==> config.mk <==
export PLATFORM = sky130hd
export DESIGN_NAME = temperature_moving_average_core_flat
export DESIGN_NICKNAME = d
export VERILOG_FILES = /design/src/rtl/core/tma_pkg.sv /design/src/rtl/core/tma_if.sv /design/src/rtl/core/tma_history_ram.sv /design/src/rtl/core/tma_divider.sv /design/src/rtl/core/temperature_moving_average_core.sv /design/src/flat_wrapper.sv
export SDC_FILE = /design/constraint.sdc
export NUM_CORES = 1
export LEC_CHECK = 0
export BUFFER_PORTS_ARGS = -buffer_cell sky130_fd_sc_hd__buf_2
export CORE_UTILIZATION = 40
export DETAILED_ROUTE_END_ITERATION = 16
export REMOVE_ABC_BUFFERS = 1
export SLEW_MARGIN = 20
export SYNTH_ARGS = -nofsm -noshare
export SYNTH_HDL_FRONTEND = slang
export SYNTH_HIERARCHICAL = 1
export SYNTH_SLANG_ARGS = --single-unit
==> constraint.sdc <==
create_clock -name clk -period 14.1 [get_ports clk]
set_clock_uncertainty 0.1 [all_clocks]
set_input_delay 1.41 -clock clk [delete_from_list [all_inputs] [get_ports clk]]
set_output_delay 1.41 -clock clk [all_outputs]
set_load 0.03 [all_outputs]
==> src/rtl/core/tma_pkg.sv <==
`timescale 1ns / 1ps
// ----------------------------------------------------------------------------
// tma_pkg
// Shared types and constants for the temperature moving average core.
// ----------------------------------------------------------------------------
package tma_pkg;

  localparam int READING_W = 14;

  typedef logic signed [READING_W-1:0] reading_t;

endpackage

==> src/rtl/core/tma_if.sv <==
`timescale 1ns / 1ps
// ----------------------------------------------------------------------------
// tma_if
// Request and result channels of the temperature moving average core.
// ----------------------------------------------------------------------------
interface tma_in_if;
  import tma_pkg::*;

  logic     valid;
  logic     ready;
  reading_t reading;
  logic     fault;

  modport source (output valid, output reading, output fault, input ready);
  modport sink   (input valid, input reading, input fault, output ready);
endinterface

interface tma_out_if;
  import tma_pkg::*;

  logic     valid;
  logic     ready;
  reading_t average;
  logic     warming_up;

  modport source (output valid, output average, output warming_up, input ready);
  modport sink   (input valid, input average, input warming_up, output ready);
endinterface

==> src/rtl/core/tma_history_ram.sv <==
`timescale 1ns / 1ps
// ----------------------------------------------------------------------------
// tma_history_ram
// Reading history store, one write port and one registered read port.
// ----------------------------------------------------------------------------
module tma_history_ram #(
  parameter int DEPTH  = 8,
  parameter int ADDR_W = 3
) (
  input  logic              clk,
  input  logic              rd_en,
  input  logic [ADDR_W-1:0] rd_addr,
  output tma_pkg::reading_t rd_data,
  input  logic              wr_en,
  input  logic [ADDR_W-1:0] wr_addr,
  input  tma_pkg::reading_t wr_data
);
  import tma_pkg::*;

  reading_t mem [DEPTH];
  reading_t rd_data_r;

  always_ff @(posedge clk) begin
    if (wr_en) begin
      mem[wr_addr] <= wr_data;
    end
    if (rd_en) begin
      rd_data_r <= mem[rd_addr];
    end
  end

  assign rd_data = rd_data_r;

endmodule

==> src/rtl/core/tma_divider.sv <==
`timescale 1ns / 1ps
// ----------------------------------------------------------------------------
// tma_divider
// Signed by unsigned restoring divider, one quotient bit per cycle,
// quotient truncated toward zero.
// ----------------------------------------------------------------------------
module tma_divider #(
  parameter int SUM_W = 17,
  parameter int CNT_W = 4
) (
  input  logic                    clk,
  input  logic                    rst_n,
  input  logic                    start,
  input  logic signed [SUM_W-1:0] dividend,
  input  logic        [CNT_W-1:0] divisor,
  output logic                    done,
  output tma_pkg::reading_t       quotient
);
  import tma_pkg::*;

  localparam int STEP_W = $clog2(SUM_W + 1);

  logic              busy_r;
  logic              done_r;
  logic [STEP_W-1:0] step_r;
  logic [CNT_W-1:0]  rem_r;
  logic [CNT_W-1:0]  div_r;
  logic [SUM_W-1:0]  quo_r;
  logic              neg_r;

  logic [SUM_W-1:0]  mag;
  logic [CNT_W:0]    trial;
  logic              fits;
  logic [CNT_W:0]    diff;
  logic [SUM_W-1:0]  signed_quo;

  assign mag   = dividend[SUM_W-1] ? SUM_W'(-dividend) : SUM_W'(dividend);
  assign trial = {rem_r, quo_r[SUM_W-1]};
  assign fits  = trial >= {1'b0, div_r};
  assign diff  = trial - {1'b0, div_r};

  always_ff @(posedge clk) begin
    if (!rst_n) begin
      busy_r <= 1'b0;
      done_r <= 1'b0;
      step_r <= '0;
    end else if (start) begin
      busy_r <= 1'b1;
      done_r <= 1'b0;
      step_r <= STEP_W'(SUM_W);
    end else if (busy_r) begin
      step_r <= step_r - 1'b1;
      if (step_r == STEP_W'(1)) begin
        busy_r <= 1'b0;
        done_r <= 1'b1;
      end
    end
  end

  always_ff @(posedge clk) begin
    if (start) begin
      rem_r <= '0;
      div_r <= divisor;
      quo_r <= mag;
      neg_r <= dividend[SUM_W-1];
    end else if (busy_r) begin
      rem_r <= fits ? diff[CNT_W-1:0] : trial[CNT_W-1:0];
      quo_r <= {quo_r[SUM_W-2:0], fits};
    end
  end

  assign signed_quo = neg_r ? -quo_r : quo_r;
  assign quotient   = signed_quo[READING_W-1:0];
  assign done       = done_r;

endmodule

==> src/rtl/core/temperature_moving_average_core.sv <==
`timescale 1ns / 1ps
// ----------------------------------------------------------------------------
// temperature_moving_average_core
// Moving average of thermocouple readings over a ring buffer of WINDOW
// entries, faulted readings replaced by the last good one.
//
//   channel  direction  fields                  handshake
//   in_ch    sink       reading, fault          valid / ready
//   out_ch   source     average, warming_up     valid / ready
//
// A request is handled in steps: the history RAM is read, then it and the
// running total are updated while the bit-serial divider is started, the
// divider runs, and finally the output register is loaded.
// Reset is synchronous; no clearing pass, slots not yet written read as zero
// through the fill count. A held result stalls the output register load and
// blocks new requests; once loaded, the next request is taken while it waits.
// ----------------------------------------------------------------------------
module temperature_moving_average_core #(
  parameter int WINDOW = 8
) (
  input  logic      clk,
  input  logic      rst_n,
  tma_in_if.sink    in_ch,
  tma_out_if.source out_ch
);
  import tma_pkg::*;

  localparam int CNT_W  = $clog2(WINDOW + 1);
  localparam int SLOT_W = (WINDOW > 1) ? $clog2(WINDOW) : 1;
  localparam int SUM_W  = READING_W + $clog2(WINDOW);

  typedef enum logic [1:0] {
    S_IDLE,
    S_UPDATE,
    S_DIV
  } state_t;

  state_t                   state_r;
  logic [SLOT_W-1:0]        slot_r;
  logic [CNT_W-1:0]         filled_r;
  logic signed [SUM_W-1:0]  total_r;
  reading_t                 last_good_r;
  reading_t                 chosen_r;
  logic                     warming_r;
  logic                     out_valid_r;
  reading_t                 average_r;
  logic                     out_warming_r;

  logic                     in_fire;
  reading_t                 chosen_nxt;
  reading_t                 rd_data;
  reading_t                 old_entry;
  logic signed [SUM_W-1:0]  total_nxt;
  logic [CNT_W-1:0]         filled_nxt;
  logic [SLOT_W-1:0]        slot_nxt;
  logic                     div_done;
  reading_t                 quotient;
  logic                     out_free;
  logic                     out_load;

  assign in_fire    = in_ch.valid && in_ch.ready;
  assign chosen_nxt = in_ch.fault ? last_good_r : in_ch.reading;
  assign old_entry  = (filled_r == CNT_W'(WINDOW)) ? rd_data : '0;
  assign total_nxt  = total_r - SUM_W'(old_entry) + SUM_W'(chosen_r);
  assign filled_nxt = (filled_r == CNT_W'(WINDOW)) ? filled_r : filled_r + 1'b1;
  assign slot_nxt   = (slot_r == SLOT_W'(WINDOW - 1)) ? '0 : slot_r + 1'b1;
  assign out_free   = !out_valid_r || out_ch.ready;
  assign out_load   = (state_r == S_DIV) && div_done && out_free;

  tma_history_ram #(
    .DEPTH  (WINDOW),
    .ADDR_W (SLOT_W)
  ) u_ram (
    .clk     (clk),
    .rd_en   (in_fire),
    .rd_addr (slot_r),
    .rd_data (rd_data),
    .wr_en   (state_r == S_UPDATE),
    .wr_addr (slot_r),
    .wr_data (chosen_r)
  );

  tma_divider #(
    .SUM_W (SUM_W),
    .CNT_W (CNT_W)
  ) u_div (
    .clk      (clk),
    .rst_n    (rst_n),
    .start    (state_r == S_UPDATE),
    .dividend (total_nxt),
    .divisor  (filled_nxt),
    .done     (div_done),
    .quotient (quotient)
  );

  always_ff @(posedge clk) begin
    if (!rst_n) begin
      state_r     <= S_IDLE;
      slot_r      <= '0;
      filled_r    <= '0;
      total_r     <= '0;
      last_good_r <= '0;
      out_valid_r <= 1'b0;
    end else begin
      if (out_valid_r && out_ch.ready && !out_load) begin
        out_valid_r <= 1'b0;
      end
      case (state_r)
        S_IDLE: begin
          if (in_fire) begin
            chosen_r    <= chosen_nxt;
            last_good_r <= chosen_nxt;
            state_r     <= S_UPDATE;
          end
        end
        S_UPDATE: begin
          total_r   <= total_nxt;
          filled_r  <= filled_nxt;
          slot_r    <= slot_nxt;
          warming_r <= filled_nxt != CNT_W'(WINDOW);
          state_r   <= S_DIV;
        end
        S_DIV: begin
          if (out_load) begin
            average_r     <= quotient;
            out_warming_r <= warming_r;
            out_valid_r   <= 1'b1;
            state_r       <= S_IDLE;
          end
        end
        default: state_r <= S_IDLE;
      endcase
    end
  end

  assign in_ch.ready       = (state_r == S_IDLE);
  assign out_ch.valid      = out_valid_r;
  assign out_ch.average    = average_r;
  assign out_ch.warming_up = out_warming_r;

endmodule

==> src/flat_wrapper.sv <==
// flat-port wrapper written by rule: the top's interface ports become plain ports
module temperature_moving_average_core_flat import tma_pkg::*;
#(
  parameter int WINDOW = 8
)
  (clk, rst_n, in_ch_valid, in_ch_reading, in_ch_fault, in_ch_ready, out_ch_valid, out_ch_average, out_ch_warming_up, out_ch_ready);
  tma_in_if in_ch_i ();
  tma_out_if out_ch_i ();
  input  logic clk;
  input  logic rst_n;
  input wire logic [$bits(in_ch_i.valid)-1:0] in_ch_valid;
  input wire logic [$bits(in_ch_i.reading)-1:0] in_ch_reading;
  input wire logic [$bits(in_ch_i.fault)-1:0] in_ch_fault;
  output wire logic [$bits(in_ch_i.ready)-1:0] in_ch_ready;
  output wire logic [$bits(out_ch_i.valid)-1:0] out_ch_valid;
  output wire logic [$bits(out_ch_i.average)-1:0] out_ch_average;
  output wire logic [$bits(out_ch_i.warming_up)-1:0] out_ch_warming_up;
  input wire logic [$bits(out_ch_i.ready)-1:0] out_ch_ready;
  assign in_ch_i.valid = in_ch_valid;
  assign in_ch_i.reading = in_ch_reading;
  assign in_ch_i.fault = in_ch_fault;
  assign in_ch_ready = in_ch_i.ready;
  assign out_ch_valid = out_ch_i.valid;
  assign out_ch_average = out_ch_i.average;
  assign out_ch_warming_up = out_ch_i.warming_up;
  assign out_ch_i.ready = out_ch_ready;
  temperature_moving_average_core #(.WINDOW(WINDOW)) u_core (.clk(clk), .rst_n(rst_n), .in_ch(in_ch_i), .out_ch(out_ch_i));
endmodule
; After elaboration in Yosys (flattened, before gate mapping)
; Memories as Yosys holds them, arrays and structs flattened. A register that Yosys moved wholly into a read port is not among the register bits.
; Index checks and enable logic that the tools add are counted.
; Widths: inputs -> output; s select.
[totals]
ff_bits = 104
ramBits = 112
inputBits = 19
output_inout_bits = 17
word_cells = 76
n_memories = 1
[mem_list]
columns = memory, depth, width, rd, rd_clocked_by_memory_dff, write_ports, line_no
row1 = u_core.u_ram.mem, 8, 14, 1, 1, 1, tma_history_ram.sv:20  ; reading_t mem [DEPTH];
[classes]
add_sub_neg = 8
order_cmp = 1
eq_ne = 8
muxes = 22
n_bitwise = 1
reduce_logical = 17
[ops]
columns = operator, n
row1 = $mux 17, 3
row2 = $mux 14, 3
row3 = $add 17x14->17, 1
row4 = $neg 17->17, 1
row5 = $sub 17x14->17, 1
row6 = $neg 14->14, 1
row7 = $mux 5, 2
row8 = $mux 1, 8
row9 = $mux 4, 2
row10 = $reduce_and 2->1, 4
row11 = $pmux 2 s3, 1
row12 = $reduce_and 3->1, 2
row13 = $eq 5x1->1 const B, 1
row14 = $ge 5x4->1, 1
row15 = $logic_and 1x1->1, 5
row16 = $sub 5x1->5 const B, 1
row17 = $add 4x1->4 const B, 1
row18 = $eq 4x4->1 const B, 1
row19 = $mux 2, 2
row20 = $ne 4x4->1 const B, 1
row21 = $sub 4x4->4, 1
row22 = $add 3x1->3 const B, 1
row23 = $eq 3x3->1 const B, 1
row24 = $mux 3, 1
row25 = 10 further kinds, 11

; Depth between registers and ports, before layout
[depth]
ltp_word = 8
ltp_mapped = 21
ltp_nobuf = 17

; Cells and area by module
; The synthesis kept the hierarchy.
[modules_own_cells]
columns = module, instances, cells_per_inst, area_per_inst_um2, seq_area_each_um2
row1 = tma_history_ram, 1, 188, 4775.8, 3783.6
row2 = temperature_moving_average_core, 1, 433, 4281.6, 1721.7
row3 = tma_divider, 1, 221, 2170.8, 880.8

; Worst setup path before layout
; Ideal clock, no wire load.
[synth_timing]
kind = register to register
startpoint = register u_core.filled_r[0]
endpoint = register u_core.u_div.quo_r[13], data pin
setup_ns = 0.260
t_arrival_ns = 4.076
t_required_ns = 13.740
setup_slack_ns = 9.664
stages_incl_launch_ff = 18
path_buffers = 2
synth_period_minus_slack_ns = 4.436
cell_sequence = dfxtp_1 > inv_1 > ha_1 > and3b_1 > buf_6 > clkbuf_1 > and2_1 > fa_1 > inv_1 > ha_1 > o21a_1 > o21a_1 > a21oi_1 > xnor2_1 > or4_4 > o41ai_2 > xnor2_1 > mux2_2
[synth_via]
elab_chain_len = 7
[synth_rtl]
columns = element, line_no
row1 = "start, declared", temperature_moving_average_core.sv:40  ; logic [CNT_W-1:0] filled_r;
row2 = "start signal, assigned", temperature_moving_average_core.sv:118  ; filled_r <= filled_nxt;
row3 = $eq 4x4->1, temperature_moving_average_core.sv:63  ; assign old_entry = (filled_r == CNT_W'(WINDOW)) ? rd_data : '0;
row4 = $mux 14, temperature_moving_average_core.sv:63
row5 = $sub 17x14->17, temperature_moving_average_core.sv:64  ; assign total_nxt = total_r - SUM_W'(old_entry) + SUM_W'(chosen_r);
row6 = $add 17x14->17, temperature_moving_average_core.sv:64
row7 = named net u_core.total_nxt[11], temperature_moving_average_core.sv:53  ; logic signed [SUM_W-1:0] total_nxt;
row8 = $neg 17->17, tma_divider.sv:37  ; assign mag = dividend[SUM_W-1] ? SUM_W'(-dividend) : SUM_W'(dividend);
row9 = $mux 17, tma_divider.sv:37
row10 = $mux 17, tma_divider.sv:61  ; if (start) begin
row11 = "end signal, assigned", tma_divider.sv:64  ; quo_r <= mag;
row12 = "end signal, assigned", tma_divider.sv:68  ; quo_r <= {quo_r[SUM_W-2:0], fits};
row13 = "end, declared", tma_divider.sv:28  ; logic [SUM_W-1:0] quo_r;
; The timed path passes the listed nets, and every way through them passes these cells.
; A chain may end at the register's enable or synchronous reset.

; Worst setup path in the final report
[layout_timing]
startpoint = register u_core.filled_r[0]
endpoint = register u_core.u_div.quo_r[14], data pin
; Same word-level chain as after synthesis.

==> results.yml <==
outcome:
  run_status: "finished clean"
timing:
  hold_violations: 0
  setup_viol: 0
  max_freq_mhz: 203
  rsz0062_at_grt: "false"
  relSlewSlack_pct: 28.1
  worst_pin_slew_ps: 1080
  setup_tns_ps: 0
  drv_slew: 0
  fin_crit_ps: 4920
  fin_crit_sh_pct: 34.9
layout:
  fin_area_um2: 12600
  nets: 940
  fillers: 2452
  syn_to_final_growth_pct: 11.8
  drive_above_1_share_pct: 16.8
critical_path:
  crit_fanout: 18
  critical_path_arrival_ps: 5100
  worstSetupStartpointType: "flip-flop"
  critPathSlowestCell: "or4_1"
  max_stage_delay_ps: 650
  critPathCaptureType: "flip-flop"
  crit_family: "simple AND/OR/NAND/NOR gates"
  crit_buf_inv: 2
  worstPathRequired_ps: 14280
  worstPathCellList: "inv_1 -> ha_1 -> and3b_1 -> and2_1 -> fa_1 -> inv_1 -> fa_1 -> nand3_1 -> nand2_1 -> a21boi_1 -> xnor2_1 -> or4_1 -> o41ai_2 -> xnor2_1 -> mux2_2"
  path_class: "flip-flop to flip-flop"
clock_network:
  cts_tree: "yes"
  post_cts_buffers: 0
  path_clk_slew_ps: 60
  holdBufCountCts: 0
  cts_root_buf: "clkbuf_16"
  cts_buffer_depth: 3
  ctsResizeCount: 0
  clock_sinks: 230
  h-tree-depth: 1
  cts_buffers: 25
  clkLatencyLatePin_ps: 530
power:
  peakVddDrop_v: 0.0000853
  p_leak_nw: 4.52
  power_density_nw_per_um2: 144
drt:
  drt_iter0_drc: 455
  antenna_left: 0
  met3WireLength_um: 644
  via_per_inst: 4.97
  vias: 6292
  routedWlPerCell_um: 16.2
  wl_um: 20600
  routed.top_layer: "met4"
  wl_met1_um: 9630
  dr.pass1.iters: 4
  wl_met2_um: 9910
  drc: 0
synthesis:
  ys_seq_area_share_pct: 56.9
  yosysUniqueCellTypes: 70
  synthTopCellsByArea: "edfxtp_1, dfxtp_1, mux4_1, mux2_2, ha_1"
  synthTopCellsByCount: "edfxtp_1, inv_1, nand2_1"
  synth_most_common_cell: "edfxtp_1"
  synth.cell_area_um2: 11200
  synth_edf_count: 178
  synth_seq_cells: 230
  yosysTopAreaCell: "edfxtp_1"
  synth_top_area_share_pct: 47.6
  synth_area_per_cell_um2: 13.3
  synth_top_flop_cell: "edfxtp_1"
  async_flop_share_pct: 0
  synth_cells: 842
  synth_warnings: 6
placed_design:
  placed_area_um2: 11700
  port_buffers: 35
  hpwl_um: 13200
  gp_congestion: 0.811
die:
  die_area_um2: 28700
  die_w_um: 170
  io_pins: 36
  fp-row-count: 60
  start_util_pct: 41.2
  coreArea_um2: 27300
  die_h_um: 170
global_route:
  grt_pass1_vias: 6397
  grt_max_degree: 65
  globalRoute.totalOverflow: 0
  antenna_found_initial: 0
  grt_pass1_wl_um: 33900
  track_usage_pct: 14.9
min_path:
  hold_class: "flip-flop to flip-flop"
job:
  drv_cap: 0
## cell type report
type                            count  area (um2)  share of cell area (%)
Inverter                           81         304                    2.42
Multi-Input combinational cell    494        4340                    34.5
Clock buffer                       36         728                    5.80
Clock inverter                     10        96.3                   0.767
Antenna cell                        1        2.50                  0.0199
Tap cell                          372         465                    3.71
Timing Repair Buffer               43         235                    1.87
Sequential cell                   230        6390                    50.9
## power breakdown
part	internal [mW]	switching, mW	leakage, nW
Combinational	0.151	0.213	2.06
Sequential	0.774	0.0245	2.05
Clock	0.380	0.266	0.408
## cell families after synthesis
kind of cell	Yosys count	synth area share, %
flops	230	56.9
simple gates	201	9.26
compound gates	119	7.60
buf+inv	118	4.84
mux	77	11.2
xor+xnor	51	3.98
fa+ha+maj	46	6.26
## path summary, 6_finish.rpt
path                                   start                          endpoint  slack [ps]  cells after the start
max          u_core/filled_r[0]$_SDFFE_PN0P_  u_core/u_div/quo_r[14]$_DFFE_PP_        9180                     15
min           u_core/total_r[6]$_SDFFE_PN0P_    u_core/total_r[6]$_SDFFE_PN0P_         360                      2
max reg2reg  u_core/filled_r[0]$_SDFFE_PN0P_  u_core/u_div/quo_r[14]$_DFFE_PP_        9180                     15
min reg2reg   u_core/total_r[6]$_SDFFE_PN0P_    u_core/total_r[6]$_SDFFE_PN0P_         360                      2
## placed cells by master (no fill, tap or decap), types with 6 or more instances in the layout
cell and count:
a21boi_0 15, a21oi_1 27, and2_1 15, buf_2 35
buf_4 8, clkbuf_1 6, clkbuf_16 26, clkinv_2 6
dfxtp_1 51, edfxtp_1 178, fa_1 17, ha_1 29
inv_1 80, mux2_2 33, mux2i_1 16, mux4_1 25
nand2_1 55, nand2b_1 9, nand3_1 12, nor2_1 34
nor2_2 6, nor2b_1 21, nor3_1 6, o21a_1 6
o21ai_0 20, o31ai_1 8, or3_1 10, xnor2_1 33
xor2_1 18
## metrics by stage
| stage | std cells | power [mW] | hold WS [ps] | setup WS [ps] | utilization (%) |
|---|---|---|---|---|---|
| after global routing | 1266 | 1.90 | 383 | 8890 | 46.1 |
| final | 1267 | 1.81 | 364 | 9180 | 46.1 |
| after CTS | 1266 | 1.83 | 367 | 9190 | 46.1 |
| after floorplan | 805 | 1.09 | 300 | 9700 | - |
| after global placement | 1220 | 1.17 | 349 | 9340 | 43.0 |
| after detailed placement | 1220 | 1.17 | 348 | 9250 | 43.0 |
## worst reg2reg max path, cell delays in order (launching register included)
cell and delay [ps]:
dfxtp_1 430, inv_1 70, ha_1 190, and3b_1 330
and2_1 260, fa_1 480, inv_1 70, fa_1 460
nand3_1 120, nand2_1 90, a21boi_1 400, xnor2_1 270
or4_1 650, o41ai_2 370, xnor2_1 100, mux2_2 270
## sequential cells by signal, indices dropped and copies added (netlist names)
name and flops:
u_core/u_div/neg_r 1, u_core/filled_r 4, u_core/slot_r 3, u_core/chosen_r 14, u_core/u_div/rem_r 4, u_core/u_div/busy_r 1, u_core/u_div/div_r 4, u_core/u_ram/mem 112
u_core/u_ram/rd_data 14, u_core/last_good_r 14, u_core/u_div/step_r 5, u_core/total_r 17, u_core/out_ch.average 14, u_core/out_ch.warming_up 1, u_core/u_div/quo_r 17, u_core/state_r 2
u_core/warming_r 1, u_core/u_div/done 1, u_core/out_ch.valid 1
## routing by layer
metal / global-route usage, % / up-vias
li1: - / 3128
met1: 19.7 / 3047
met2: 25.6 / 89
met3: 2.19 / 28
met4: 3.68 / 0
met5: 0 / -
Power figures use the tool's default switching activity.
